`src/rtl/idq_pkg.sv`:
```
// idq_pkg: shared constants, codes and controller/datapath structs for the
// indexed deque engine. No dependencies; every other rtl file uses it.

package idq_pkg;

	// Ring size; must be a power of two so slot arithmetic wraps by truncation.
	localparam int CAPACITY   = 64;
	localparam int DATA_WIDTH = 32;
	localparam int ADDR_W     = $clog2(CAPACITY);
	localparam int CNT_W      = ADDR_W + 1;

	// Request field widths
	localparam int TYPE_W = 3;
	localparam int POS_W  = 6;
	localparam int NCNT_W = 7;
	localparam int STAT_W = 2;

	// count + N compares without overflow
	localparam int SUM_W  = ((CNT_W > NCNT_W) ? CNT_W : NCNT_W) + 1;

	typedef enum logic [TYPE_W-1:0] {
		REQ_SEARCH     = 3'd0,
		REQ_READ       = 3'd1,
		REQ_WRITE      = 3'd2,
		REQ_PUSH_FRONT = 3'd3,
		REQ_POP_FRONT  = 3'd4,
		REQ_PUSH_BACK  = 3'd5,
		REQ_COPY       = 3'd6,
		REQ_TAKE       = 3'd7
	} req_type_t;

	typedef enum logic [STAT_W-1:0] {
		ST_OK        = 2'd0,
		ST_BAD_INDEX = 2'd1,
		ST_EMPTY     = 2'd2,
		ST_FULL      = 2'd3
	} status_t;

	typedef enum logic [3:0] {
		S_IDLE,
		S_DECODE,
		S_SRCH_RD,
		S_SRCH_CMP,
		S_COPY_RD,
		S_COPY_WR,
		S_TAKE_RD,
		S_TAKE_OUT,
		S_EMIT
	} state_t;

	// Memory address source
	typedef enum logic [2:0] {
		A_HEAD,
		A_HEAD_M1,
		A_POS,
		A_IDX,
		A_TAIL
	} addr_sel_t;

	typedef enum logic {
		W_ITEM,
		W_RDATA
	} wr_src_t;

	// Head/count update
	typedef enum logic [2:0] {
		P_HOLD,
		P_PUSH_FRONT,
		P_PUSH_BACK,
		P_POP,
		P_TAKE
	} ptr_op_t;

	typedef struct packed {
		logic      load_req;
		logic      rd_en;
		logic      wr_en;
		addr_sel_t addr_sel;
		wr_src_t   wr_src;
		ptr_op_t   ptr_op;
		logic      idx_clr;
		logic      idx_inc;
		logic      hit_upd;
		logic      stat_load;
		status_t   stat;
		logic      out_load;
		logic      out_rd;
		logic      out_last;
	} ctrl_cmd_t;

	typedef struct packed {
		req_type_t req_type;
		logic      pos_bad;
		logic      empty;
		logic      full;
		logic      copy_over;
		logic      take_over;
		logic      cnt_zero;
		logic      idx_at_cnt;
		logic      idx_at_len;
		logic      out_free;
	} dp_status_t;

endpackage

```
`src/rtl/idq_req_if.sv`:
```
// idq_req_if: request channel (valid/ready plus request payload).
// Depends on idq_pkg for field widths.

interface idq_req_if;
	logic                               valid;
	logic                               ready;
	logic [idq_pkg::TYPE_W-1:0]         req_type;
	logic [idq_pkg::POS_W-1:0]          position;
	logic signed [idq_pkg::DATA_WIDTH-1:0] item_value;
	logic [idq_pkg::NCNT_W-1:0]         item_count;

	modport source (output valid, output req_type, output position, output item_value,
		output item_count, input ready);
	modport sink (input valid, input req_type, input position, input item_value,
		input item_count, output ready);
endinterface

```
`src/rtl/idq_rsp_if.sv`:
```
// idq_rsp_if: response channel (valid/ready plus result payload).
// Depends on idq_pkg for field widths.

interface idq_rsp_if;
	logic                               valid;
	logic                               ready;
	logic signed [idq_pkg::DATA_WIDTH-1:0] out_value;
	logic                               found;
	logic [idq_pkg::STAT_W-1:0]         status;
	logic                               last;

	modport source (output valid, output out_value, output found, output status,
		output last, input ready);
	modport sink (input valid, input out_value, input found, input status,
		input last, output ready);
endinterface

```
`src/rtl/idq_dp.sv`:
```
// idq_dp: datapath - element ring memory, head/count registers, request
// latch, walk index, search hit flag and response register. Uses idq_pkg.

module idq_dp (
	input  logic                               clk,
	input  logic                               arst_n,
	input  logic [idq_pkg::TYPE_W-1:0]         req_type,
	input  logic [idq_pkg::POS_W-1:0]          position,
	input  logic signed [idq_pkg::DATA_WIDTH-1:0] item_value,
	input  logic [idq_pkg::NCNT_W-1:0]         item_count,
	input  idq_pkg::ctrl_cmd_t                 cmd,
	output idq_pkg::dp_status_t                st,
	idq_rsp_if.source                          rsp
);

	logic [idq_pkg::DATA_WIDTH-1:0] mem [idq_pkg::CAPACITY];
	logic [idq_pkg::DATA_WIDTH-1:0] rdata_q;

	idq_pkg::req_type_t             type_q;
	logic [idq_pkg::POS_W-1:0]      pos_q;
	logic [idq_pkg::DATA_WIDTH-1:0] val_q;
	logic [idq_pkg::NCNT_W-1:0]     ncnt_q;

	logic [idq_pkg::ADDR_W-1:0]     head_q;
	logic [idq_pkg::CNT_W-1:0]      count_q;
	logic [idq_pkg::ADDR_W-1:0]     idx_q;
	logic                           hit_q;
	idq_pkg::status_t               stat_q;

	logic                           out_valid_q;
	logic [idq_pkg::DATA_WIDTH-1:0] out_value_q;
	logic                           out_found_q;
	idq_pkg::status_t               out_status_q;
	logic                           out_last_q;

	logic [idq_pkg::ADDR_W-1:0]     addr;
	logic [idq_pkg::DATA_WIDTH-1:0] wdata;
	logic                           use_rd;

	// Slot = (head + offset) mod CAPACITY via truncation
	always_comb begin
		case (cmd.addr_sel)
			idq_pkg::A_HEAD:    addr = head_q;
			idq_pkg::A_HEAD_M1: addr = head_q - idq_pkg::ADDR_W'(1);
			idq_pkg::A_POS:     addr = head_q + idq_pkg::ADDR_W'(pos_q);
			idq_pkg::A_IDX:     addr = head_q + idx_q;
			idq_pkg::A_TAIL:    addr = head_q + count_q[idq_pkg::ADDR_W-1:0];
			default:            addr = head_q;
		endcase
	end

	assign wdata = (cmd.wr_src == idq_pkg::W_RDATA) ? rdata_q : val_q;

	always_ff @(posedge clk) begin
		if (cmd.wr_en) begin
			mem[addr] <= wdata;
		end
		if (cmd.rd_en) begin
			rdata_q <= mem[addr];
		end
	end

	always_ff @(posedge clk) begin
		if (cmd.load_req) begin
			type_q <= idq_pkg::req_type_t'(req_type);
			pos_q  <= position;
			val_q  <= item_value;
			ncnt_q <= item_count;
		end
	end

	always_ff @(posedge clk or negedge arst_n) begin
		if (!arst_n) begin
			head_q  <= '0;
			count_q <= '0;
		end else begin
			case (cmd.ptr_op)
				idq_pkg::P_PUSH_FRONT: begin
					head_q  <= head_q - idq_pkg::ADDR_W'(1);
					count_q <= count_q + idq_pkg::CNT_W'(1);
				end
				idq_pkg::P_PUSH_BACK: begin
					count_q <= count_q + idq_pkg::CNT_W'(1);
				end
				idq_pkg::P_POP: begin
					head_q  <= head_q + idq_pkg::ADDR_W'(1);
					count_q <= count_q - idq_pkg::CNT_W'(1);
				end
				idq_pkg::P_TAKE: begin
					head_q  <= head_q + ncnt_q[idq_pkg::ADDR_W-1:0];
					count_q <= count_q - idq_pkg::CNT_W'(ncnt_q);
				end
				default: begin
				end
			endcase
		end
	end

	always_ff @(posedge clk or negedge arst_n) begin
		if (!arst_n) begin
			idx_q  <= '0;
			hit_q  <= 1'b0;
			stat_q <= idq_pkg::ST_OK;
		end else begin
			if (cmd.idx_clr) begin
				idx_q <= '0;
			end else if (cmd.idx_inc) begin
				idx_q <= idx_q + idq_pkg::ADDR_W'(1);
			end
			if (cmd.load_req) begin
				hit_q <= 1'b0;
			end else if (cmd.hit_upd) begin
				hit_q <= hit_q | (rdata_q == val_q);
			end
			if (cmd.stat_load) begin
				stat_q <= cmd.stat;
			end
		end
	end

	// Read and pop return the fetched word on success; take flags it per element
	assign use_rd = cmd.out_rd || ((stat_q == idq_pkg::ST_OK) &&
		((type_q == idq_pkg::REQ_READ) || (type_q == idq_pkg::REQ_POP_FRONT)));

	always_ff @(posedge clk or negedge arst_n) begin
		if (!arst_n) begin
			out_valid_q <= 1'b0;
		end else if (cmd.out_load) begin
			out_valid_q <= 1'b1;
		end else if (rsp.ready) begin
			out_valid_q <= 1'b0;
		end
	end

	always_ff @(posedge clk) begin
		if (cmd.out_load) begin
			out_value_q  <= use_rd ? rdata_q : '0;
			out_found_q  <= hit_q;
			out_status_q <= stat_q;
			out_last_q   <= cmd.out_last;
		end
	end

	assign rsp.valid     = out_valid_q;
	assign rsp.out_value = out_value_q;
	assign rsp.found     = out_found_q;
	assign rsp.status    = out_status_q;
	assign rsp.last      = out_last_q;

	assign st.req_type   = type_q;
	assign st.pos_bad    = idq_pkg::CNT_W'(pos_q) >= count_q;
	assign st.empty      = count_q == '0;
	assign st.full       = count_q == idq_pkg::CNT_W'(idq_pkg::CAPACITY);
	assign st.copy_over  = (idq_pkg::SUM_W'(count_q) + idq_pkg::SUM_W'(ncnt_q)) >
		idq_pkg::SUM_W'(idq_pkg::CAPACITY);
	assign st.take_over  = idq_pkg::SUM_W'(ncnt_q) > idq_pkg::SUM_W'(count_q);
	assign st.cnt_zero   = ncnt_q == '0;
	assign st.idx_at_cnt = (idq_pkg::SUM_W'(idx_q) + idq_pkg::SUM_W'(1)) ==
		idq_pkg::SUM_W'(ncnt_q);
	assign st.idx_at_len = (idq_pkg::SUM_W'(idx_q) + idq_pkg::SUM_W'(1)) ==
		idq_pkg::SUM_W'(count_q);
	assign st.out_free   = !out_valid_q || rsp.ready;

	a_count_bound: assert property (@(posedge clk) disable iff (!arst_n)
		count_q <= idq_pkg::CNT_W'(idq_pkg::CAPACITY))
		else $error("element count above capacity");

	a_no_underflow: assert property (@(posedge clk) disable iff (!arst_n)
		(cmd.ptr_op == idq_pkg::P_POP || cmd.ptr_op == idq_pkg::P_TAKE) |-> count_q != '0)
		else $error("removal from empty store");

	a_single_port: assert property (@(posedge clk) disable iff (!arst_n)
		!(cmd.wr_en && cmd.rd_en))
		else $error("memory read and write in same cycle");

endmodule

```
`src/rtl/idq_ctrl.sv`:
```
// idq_ctrl: request sequencer. Decodes the latched request against datapath
// status and steps walks (search, copy, take). Uses idq_pkg.

module idq_ctrl (
	input  logic                clk,
	input  logic                arst_n,
	input  logic                in_valid,
	output logic                in_ready,
	input  idq_pkg::dp_status_t st,
	output idq_pkg::ctrl_cmd_t  cmd
);

	idq_pkg::state_t state_q;
	idq_pkg::state_t state_d;

	always_ff @(posedge clk or negedge arst_n) begin
		if (!arst_n) begin
			state_q <= idq_pkg::S_IDLE;
		end else begin
			state_q <= state_d;
		end
	end

	always_comb begin
		state_d  = state_q;
		in_ready = 1'b0;
		cmd      = '0;
		case (state_q)
			idq_pkg::S_IDLE: begin
				in_ready = 1'b1;
				if (in_valid) begin
					cmd.load_req = 1'b1;
					state_d      = idq_pkg::S_DECODE;
				end
			end
			idq_pkg::S_DECODE: begin
				cmd.stat_load = 1'b1;
				cmd.stat      = idq_pkg::ST_OK;
				state_d       = idq_pkg::S_EMIT;
				case (st.req_type)
					idq_pkg::REQ_SEARCH: begin
						if (!st.empty) begin
							cmd.idx_clr = 1'b1;
							state_d     = idq_pkg::S_SRCH_RD;
						end
					end
					idq_pkg::REQ_READ: begin
						if (st.pos_bad) begin
							cmd.stat = idq_pkg::ST_BAD_INDEX;
						end else begin
							cmd.rd_en    = 1'b1;
							cmd.addr_sel = idq_pkg::A_POS;
						end
					end
					idq_pkg::REQ_WRITE: begin
						if (st.pos_bad) begin
							cmd.stat = idq_pkg::ST_BAD_INDEX;
						end else begin
							cmd.wr_en    = 1'b1;
							cmd.addr_sel = idq_pkg::A_POS;
							cmd.wr_src   = idq_pkg::W_ITEM;
						end
					end
					idq_pkg::REQ_PUSH_FRONT: begin
						if (st.full) begin
							cmd.stat = idq_pkg::ST_FULL;
						end else begin
							cmd.wr_en    = 1'b1;
							cmd.addr_sel = idq_pkg::A_HEAD_M1;
							cmd.wr_src   = idq_pkg::W_ITEM;
							cmd.ptr_op   = idq_pkg::P_PUSH_FRONT;
						end
					end
					idq_pkg::REQ_POP_FRONT: begin
						if (st.empty) begin
							cmd.stat = idq_pkg::ST_EMPTY;
						end else begin
							cmd.rd_en    = 1'b1;
							cmd.addr_sel = idq_pkg::A_HEAD;
							cmd.ptr_op   = idq_pkg::P_POP;
						end
					end
					idq_pkg::REQ_PUSH_BACK: begin
						if (st.full) begin
							cmd.stat = idq_pkg::ST_FULL;
						end else begin
							cmd.wr_en    = 1'b1;
							cmd.addr_sel = idq_pkg::A_TAIL;
							cmd.wr_src   = idq_pkg::W_ITEM;
							cmd.ptr_op   = idq_pkg::P_PUSH_BACK;
						end
					end
					idq_pkg::REQ_COPY: begin
						if (st.cnt_zero) begin
							cmd.stat = idq_pkg::ST_OK;
						end else if (st.empty) begin
							cmd.stat = idq_pkg::ST_EMPTY;
						end else if (st.copy_over) begin
							cmd.stat = idq_pkg::ST_FULL;
						end else begin
							cmd.idx_clr = 1'b1;
							state_d     = idq_pkg::S_COPY_RD;
						end
					end
					idq_pkg::REQ_TAKE: begin
						if (st.cnt_zero) begin
							cmd.stat = idq_pkg::ST_OK;
						end else if (st.empty) begin
							cmd.stat = idq_pkg::ST_EMPTY;
						end else if (st.take_over) begin
							cmd.stat = idq_pkg::ST_BAD_INDEX;
						end else begin
							cmd.idx_clr = 1'b1;
							state_d     = idq_pkg::S_TAKE_RD;
						end
					end
					default: begin
					end
				endcase
			end
			idq_pkg::S_SRCH_RD: begin
				cmd.rd_en    = 1'b1;
				cmd.addr_sel = idq_pkg::A_IDX;
				state_d      = idq_pkg::S_SRCH_CMP;
			end
			idq_pkg::S_SRCH_CMP: begin
				cmd.hit_upd = 1'b1;
				if (st.idx_at_len) begin
					state_d = idq_pkg::S_EMIT;
				end else begin
					cmd.idx_inc = 1'b1;
					state_d     = idq_pkg::S_SRCH_RD;
				end
			end
			idq_pkg::S_COPY_RD: begin
				cmd.rd_en    = 1'b1;
				cmd.addr_sel = idq_pkg::A_IDX;
				state_d      = idq_pkg::S_COPY_WR;
			end
			// Append at tail; list grows, so later reads can see copied entries
			idq_pkg::S_COPY_WR: begin
				cmd.wr_en    = 1'b1;
				cmd.addr_sel = idq_pkg::A_TAIL;
				cmd.wr_src   = idq_pkg::W_RDATA;
				cmd.ptr_op   = idq_pkg::P_PUSH_BACK;
				if (st.idx_at_cnt) begin
					state_d = idq_pkg::S_EMIT;
				end else begin
					cmd.idx_inc = 1'b1;
					state_d     = idq_pkg::S_COPY_RD;
				end
			end
			idq_pkg::S_TAKE_RD: begin
				cmd.rd_en    = 1'b1;
				cmd.addr_sel = idq_pkg::A_IDX;
				state_d      = idq_pkg::S_TAKE_OUT;
			end
			idq_pkg::S_TAKE_OUT: begin
				if (st.out_free) begin
					cmd.out_load = 1'b1;
					cmd.out_rd   = 1'b1;
					cmd.out_last = st.idx_at_cnt;
					if (st.idx_at_cnt) begin
						cmd.ptr_op = idq_pkg::P_TAKE;
						state_d    = idq_pkg::S_IDLE;
					end else begin
						cmd.idx_inc = 1'b1;
						state_d     = idq_pkg::S_TAKE_RD;
					end
				end
			end
			idq_pkg::S_EMIT: begin
				if (st.out_free) begin
					cmd.out_load = 1'b1;
					cmd.out_last = 1'b1;
					state_d      = idq_pkg::S_IDLE;
				end
			end
			default: begin
				state_d = idq_pkg::S_IDLE;
			end
		endcase
	end

	a_load_free: assert property (@(posedge clk) disable iff (!arst_n)
		cmd.out_load |-> st.out_free)
		else $error("response overwritten before taken");

	a_last_ends: assert property (@(posedge clk) disable iff (!arst_n)
		(cmd.out_load && cmd.out_last) |=> state_q == idq_pkg::S_IDLE)
		else $error("request not finished after last response");

	a_copy_room: assert property (@(posedge clk) disable iff (!arst_n)
		(state_q == idq_pkg::S_COPY_WR) |-> !st.full)
		else $error("copy append into full store");

endmodule

```
`src/rtl/indexed_deque_engine_core.sv`:
```
// indexed_deque_engine_core: top level of the ring-buffer deque engine.
// Depends on idq_pkg, idq_req_if, idq_rsp_if, idq_ctrl and idq_dp.
//
//   port  dir  handshake    payload
//   req   in   valid/ready  req_type, position, item_value, item_count
//   rsp   out  valid/ready  out_value, found, status, last
//
// One request at a time. Single-element requests and all error cases step
// through accept, decode and respond. Search reads and compares each element;
// copy of N reads and appends N elements; take of N reads each of N elements
// and gives one response per element. The walks are set by the single-port
// element memory with its registered read.
// A stalled response holds in the output register; the engine stops only
// when it needs to load another. Reset clears head and count; no clear pass.

module indexed_deque_engine_core (
	input  logic       clk,
	input  logic       arst_n,
	idq_req_if.sink    req,
	idq_rsp_if.source  rsp
);

	idq_pkg::ctrl_cmd_t  cmd;
	idq_pkg::dp_status_t st;
	logic                in_ready;

	assign req.ready = in_ready;

	idq_ctrl u_ctrl (
		.clk      (clk),
		.arst_n   (arst_n),
		.in_valid (req.valid),
		.in_ready (in_ready),
		.st       (st),
		.cmd      (cmd)
	);

	idq_dp u_dp (
		.clk        (clk),
		.arst_n     (arst_n),
		.req_type   (req.req_type),
		.position   (req.position),
		.item_value (req.item_value),
		.item_count (req.item_count),
		.cmd        (cmd),
		.st         (st),
		.rsp        (rsp)
	);

endmodule

```
`src/flat_wrapper.sv`:
```
// flat-port wrapper written by rule: the top's interface ports become plain ports
module indexed_deque_engine_core_flat 
  (clk, arst_n, req_valid, req_req_type, req_position, req_item_value, req_item_count, req_ready, rsp_valid, rsp_out_value, rsp_found, rsp_status, rsp_last, rsp_ready);
  idq_req_if req_i ();
  idq_rsp_if rsp_i ();
  input  logic clk;
  input  logic arst_n;
  input wire logic [$bits(req_i.valid)-1:0] req_valid;
  input wire logic [$bits(req_i.req_type)-1:0] req_req_type;
  input wire logic [$bits(req_i.position)-1:0] req_position;
  input wire logic [$bits(req_i.item_value)-1:0] req_item_value;
  input wire logic [$bits(req_i.item_count)-1:0] req_item_count;
  output wire logic [$bits(req_i.ready)-1:0] req_ready;
  output wire logic [$bits(rsp_i.valid)-1:0] rsp_valid;
  output wire logic [$bits(rsp_i.out_value)-1:0] rsp_out_value;
  output wire logic [$bits(rsp_i.found)-1:0] rsp_found;
  output wire logic [$bits(rsp_i.status)-1:0] rsp_status;
  output wire logic [$bits(rsp_i.last)-1:0] rsp_last;
  input wire logic [$bits(rsp_i.ready)-1:0] rsp_ready;
  assign req_i.valid = req_valid;
  assign req_i.req_type = req_req_type;
  assign req_i.position = req_position;
  assign req_i.item_value = req_item_value;
  assign req_i.item_count = req_item_count;
  assign req_ready = req_i.ready;
  assign rsp_valid = rsp_i.valid;
  assign rsp_out_value = rsp_i.out_value;
  assign rsp_found = rsp_i.found;
  assign rsp_status = rsp_i.status;
  assign rsp_last = rsp_i.last;
  assign rsp_i.ready = rsp_ready;
  indexed_deque_engine_core u_core (.clk(clk), .arst_n(arst_n), .req(req_i), .rsp(rsp_i));
endmodule
```
`config.mk`:
```
export PLATFORM = sky130hd
export DESIGN_NAME = indexed_deque_engine_core_flat
export DESIGN_NICKNAME = d
export VERILOG_FILES = /design/src/rtl/idq_pkg.sv /design/src/rtl/idq_req_if.sv /design/src/rtl/idq_rsp_if.sv /design/src/rtl/idq_dp.sv /design/src/rtl/idq_ctrl.sv /design/src/rtl/indexed_deque_engine_core.sv /design/src/flat_wrapper.sv
export SDC_FILE = /design/constraint.sdc
export NUM_CORES = 2
export LEC_CHECK = 0
export ABC_CLOCK_PERIOD_IN_PS = 11540
export BUFFER_PORTS_ARGS = -buffer_cell sky130_fd_sc_hd__buf_2
export CORE_ASPECT_RATIO = 1.1
export CORE_UTILIZATION = 51
export CTS_CLUSTER_SIZE = 24
export DETAILED_ROUTE_END_ITERATION = 10
export PLACE_DENSITY_LB_ADDON = 0.2
export SLEW_MARGIN = 20
export SYNTH_ARGS = -nofsm -noshare
export SYNTH_HDL_FRONTEND = slang
export SYNTH_SLANG_ARGS = --single-unit
```
`constraint.sdc`:
```
create_clock -name clk -period 11.54 [get_ports clk]
set_clock_uncertainty 0.1 [all_clocks]
set_input_delay 2.308 -clock clk [delete_from_list [all_inputs] [get_ports clk]]
set_output_delay 2.308 -clock clk [all_outputs]
set_load 0.01 [all_outputs]
```
==> run_summary.xml <==
<?xml version="1.0" encoding="UTF-8"?>
<metrics>
  <group name="route">
    <metric name="vias" unit="">66763</metric>
    <metric name="drt-pass1-iter-count" unit="">6</metric>
    <metric name="routed_wl" unit="um">317000</metric>
    <metric name="vias_per_cell" unit="">7.35</metric>
    <metric name="post_drt_wl_per_cell" unit="um">34.9</metric>
    <metric name="drtAntennaViolNets" unit="">0</metric>
    <metric name="drt-initial-drc-count" unit="">10067</metric>
    <metric name="remaining_drc_errors" unit="">0</metric>
  </group>
  <group name="synth">
    <metric name="netlist.area_leader.share" unit="%">66.7</metric>
    <metric name="number_of_flops_mapped_to_enable_cells_by_yosys" unit="">2164</metric>
    <metric name="synth_seq_cells" unit="">2191</metric>
    <metric name="sequential_to_total_area_share_from_yosys_stat" unit="%">67.3</metric>
    <metric name="ys_dominant_reg_cell" unit="">edfxtp_1</metric>
    <metric name="yosys_warnings" unit="">0</metric>
    <metric name="synth_commonest_cells" unit="">2,164 x edfxtp_1, 774 x a211oi_1, 771 x o31ai_1</metric>
    <metric name="synth.net_count" unit="">6705</metric>
    <metric name="yosys.cell_count.top_type" unit="">edfxtp_1</metric>
    <metric name="synth-async-reset-ratio" unit="%">1.23</metric>
    <metric name="number_of_different_library_cells_in_the_post_synthesis_netlist" unit="">75</metric>
    <metric name="synthDominantAreaCellType" unit="">edfxtp_1</metric>
    <metric name="postSynthCellCount" unit="">6611</metric>
    <metric name="post_synth.cell_area_avg" unit="um^2">14.7</metric>
    <metric name="netlist_top_cells_area" unit="">edfxtp_1 67%, nand4b_1 6.9%, a211oi_1 6.0%</metric>
    <metric name="synth_area" unit="mm^2">0.0975</metric>
  </group>
  <group name="setup_path">
    <metric name="critical_path.max_fanout" unit="">111</metric>
    <metric name="worst_setup_path_end_kind" unit="">flip-flop</metric>
    <metric name="critPathArrivalTime" unit="ns">8.32</metric>
    <metric name="worst-setup-path-type" unit="">flip-flop to flip-flop</metric>
    <metric name="worstSetupStartpointType" unit="">flip-flop</metric>
    <metric name="cp.required" unit="ns">12.06</metric>
  </group>
  <group name="run">
    <metric name="maxCapViolCount" unit="">0</metric>
  </group>
  <group name="power">
    <metric name="power.total" unit="mW">32.7</metric>
    <metric name="power_leakage" unit="nW">33.1</metric>
    <metric name="vdd.ir_drop.worst" unit="V">0.000419</metric>
    <metric name="power.density_cell_area" unit="mW/mm^2">303</metric>
  </group>
  <group name="floorplanning">
    <metric name="coreArea" unit="mm^2">0.189</metric>
    <metric name="initial_core_utilization" unit="%">51.6</metric>
    <metric name="floorplan.die_area" unit="mm^2">0.193</metric>
    <metric name="floorplan.rows" unit="">167</metric>
    <metric name="die_x" unit="um">419</metric>
    <metric name="die-height" unit="um">461</metric>
    <metric name="io_pins" unit="">90</metric>
  </group>
  <group name="cts">
    <metric name="clock_tree_buf_depth" unit="">3</metric>
    <metric name="cts_hold_repair.buffers" unit="">0</metric>
    <metric name="post_cts_resized" unit="">0</metric>
    <metric name="tritoncts" unit="">yes</metric>
    <metric name="postCtsSetupRepairBufs" unit="">0</metric>
    <metric name="numCtsBuffers" unit="">219</metric>
    <metric name="clk_transition_reported_paths" unit="ns">0.06</metric>
    <metric name="htree_num_levels" unit="">4</metric>
    <metric name="sinks_on_the_clock_net" unit="">2191</metric>
    <metric name="worstSkewPairLatency" unit="ns">0.90</metric>
    <metric name="cts-root-buf" unit="">clkbuf_16</metric>
  </group>
  <group name="global_route">
    <metric name="antenna_found_initial" unit="">18</metric>
    <metric name="grtUsageTotal" unit="%">32.2</metric>
    <metric name="pin_count_of_the_biggest_net_entering_global_routing" unit="">218</metric>
    <metric name="vias_in_the_first_global_route" unit="">64436</metric>
    <metric name="globalRouteOverflowTotal" unit="">0</metric>
    <metric name="grt_pass1_wl" unit="um">457000</metric>
  </group>
  <group name="placed_design">
    <metric name="finalWeightedCongestion" unit="">0.883</metric>
    <metric name="port-buffer-count" unit="">89</metric>
    <metric name="place_hpwl" unit="um">163000</metric>
  </group>
  <group name="final_layout">
    <metric name="area.growth.synth_to_final" unit="%">10.5</metric>
    <metric name="final_layout_size_suffix_gt1_share" unit="%">14.2</metric>
    <metric name="design.final.nets" unit="">6448</metric>
  </group>
  <group name="sta">
    <metric name="final-hold-violation-count" unit="">0</metric>
    <metric name="max_transition_margin" unit="%">14.4</metric>
    <metric name="finalSetupTns" unit="ns">0</metric>
    <metric name="final-setup-viol-count" unit="">0</metric>
    <metric name="worst-slew-pin-transition" unit="ns">1.28</metric>
    <metric name="rsz0062_at_grt" unit="">no</metric>
    <metric name="final.min_clock_period" unit="ns">7.80</metric>
    <metric name="timing_max_transition_violations_final" unit="">0</metric>
    <metric name="fin_crit_sh" unit="%">67.6</metric>
    <metric name="fmaxAchievable" unit="MHz">128</metric>
  </group>
  <group name="run_status">
    <metric name="outcome" unit="">complete, no violations</metric>
  </group>
  <group name="hold_path">
    <metric name="hold_class" unit="">flip-flop to flip-flop</metric>
  </group>
</metrics>
power breakdown:
group	leakage, nW	internal, mW	total, mW	switching (mW)
sequential	19.8	9.67	10.0	0.339
combinational	9.96	4.78	15.8	11.0
clock	3.33	3.72	6.85	3.13
per-layer routing:
metal / vias up / global-route usage (%) / share of wire [%]
met4: 12 / 13.3 / 4.1
met1: 34315 / 44.3 / 39
met5: - / 0 / 0.025
met2: 4271 / 49.7 / 46
li1: 27450 / - / -
met3: 715 / 7.11 / 11
final cells by class:
type	instances	area, um^2
Multi-Input combinational cell	3590	29400
Timing Repair Buffer	314	2590
Sequential cell	2191	65700
Clock inverter	150	1140
Antenna cell	6	15.0
Inverter	38	143
Fill cell	14689	81400
Clock buffer	259	5650
Tap cell	2535	3170
state kept, by name, summed over array words and instances, names as in the netlist:
| register | cells |
|---|---|
| u_core.u_dp.rsp.out_value | 32 |
| u_core.u_dp.idx_q | 6 |
| u_core.u_dp.rsp.found | 1 |
| u_core.u_dp.stat_q | 2 |
| u_core.u_dp.pos_q | 6 |
| u_core.u_ctrl.state_q | 4 |
| u_core.u_dp.rsp.last | 1 |
| u_core.u_dp.mem | 2048 |
| u_core.u_dp.head_q | 6 |
| u_core.u_dp.hit_q | 1 |
| u_core.u_dp.val_q | 32 |
| u_core.u_dp.rdata_q | 32 |
| u_core.u_dp.rsp.valid | 1 |
| u_core.u_dp.rsp.status | 2 |
| u_core.u_dp.count_q | 7 |
| u_core.u_dp.type_q | 3 |
| u_core.u_dp.ncnt_q | 7 |
cell usage in the layout (no fill, tap or decap), types with 73 or more instances in the layout:
cell,n
mux2_1,81
mux2_2,207
o22ai_1,131
a211oi_1,772
a2111oi_0,224
o31ai_1,771
buf_4,187
nand4b_1,768
clkbuf_16,220
clkinv_1,73
edfxtp_1,2164
buf_2,89
stage by stage:
stage	instance area (um^2)	cells	hold slack, ns	setup WS (ns)	utilization [%]
2_1_floorplan	97500	6611	0.326	5.87	-
3_3_place_gp	101000	8658	0.349	3.34	53.3
3_5_place_dp	101000	8668	0.359	4.02	53.4
4_1_cts	108000	9077	0.379	4.02	57.0
5_1_grt	108000	9080	0.386	3.56	57.0
6_report	108000	9083	0.381	3.74	57.0
cell families (layout without fill, tap and decap cells):
family / Yosys count / count (layout) / share of synthesized area (%)
DFF: 2191 / 2191 / 67.3
AOI/OAI and AO/OA: 2074 / 2074 / 16.0
and+or+nand+nor: 1108 / 1108 / 8.69
buffers and inverters: 830 / 761 / 3.30
muxes: 292 / 292 / 3.37
xor gates and xnor gates: 74 / 74 / 0.693
adders and majority gates: 42 / 42 / 0.577
other: 0 / 6 / 0
worst max-delay path: stages (launching register included):
cell	delay, ns
edfxtp_1	0.76
nand3b_1	0.24
a21oi_1	0.42
a211oi_2	0.30
a22oi_1	0.23
nand2_1	0.10
ha_1	0.22
fa_1	0.44
xnor2_1	0.15
a21oi_1	0.32
a311o_2	0.67
buf_12	0.44
buf_4	0.77
a211oi_1	0.09
a2111oi_1	0.90
o22ai_1	0.36
or4_1	0.56
final timing paths:
kind | start | end | slack (ns) | cells past startpoint
min in group asynchronous | arst_n | u_core.u_dp.count_q[5]$_DFFE_PN0P_ | 1.39 | 1
max in group asynchronous | arst_n | u_core.u_dp.head_q[0]$_DFFE_PN0P_ | 9.47 | 1
max | u_core.u_dp.type_q[0]$_DFFE_PP_ | u_core.u_dp.rdata_q[10]$_DFFE_PP_ | 3.74 | 16
min | u_core.u_dp.hit_q$_DFFE_PN0P_ | u_core.u_dp.rsp.found$_DFFE_PP_ | 0.38 | 0
max reg2reg | u_core.u_dp.type_q[0]$_DFFE_PP_ | u_core.u_dp.rdata_q[10]$_DFFE_PP_ | 3.74 | 16
min reg2reg | u_core.u_dp.hit_q$_DFFE_PN0P_ | u_core.u_dp.rsp.found$_DFFE_PP_ | 0.38 | 0
(Power assumes the default switching activity.)
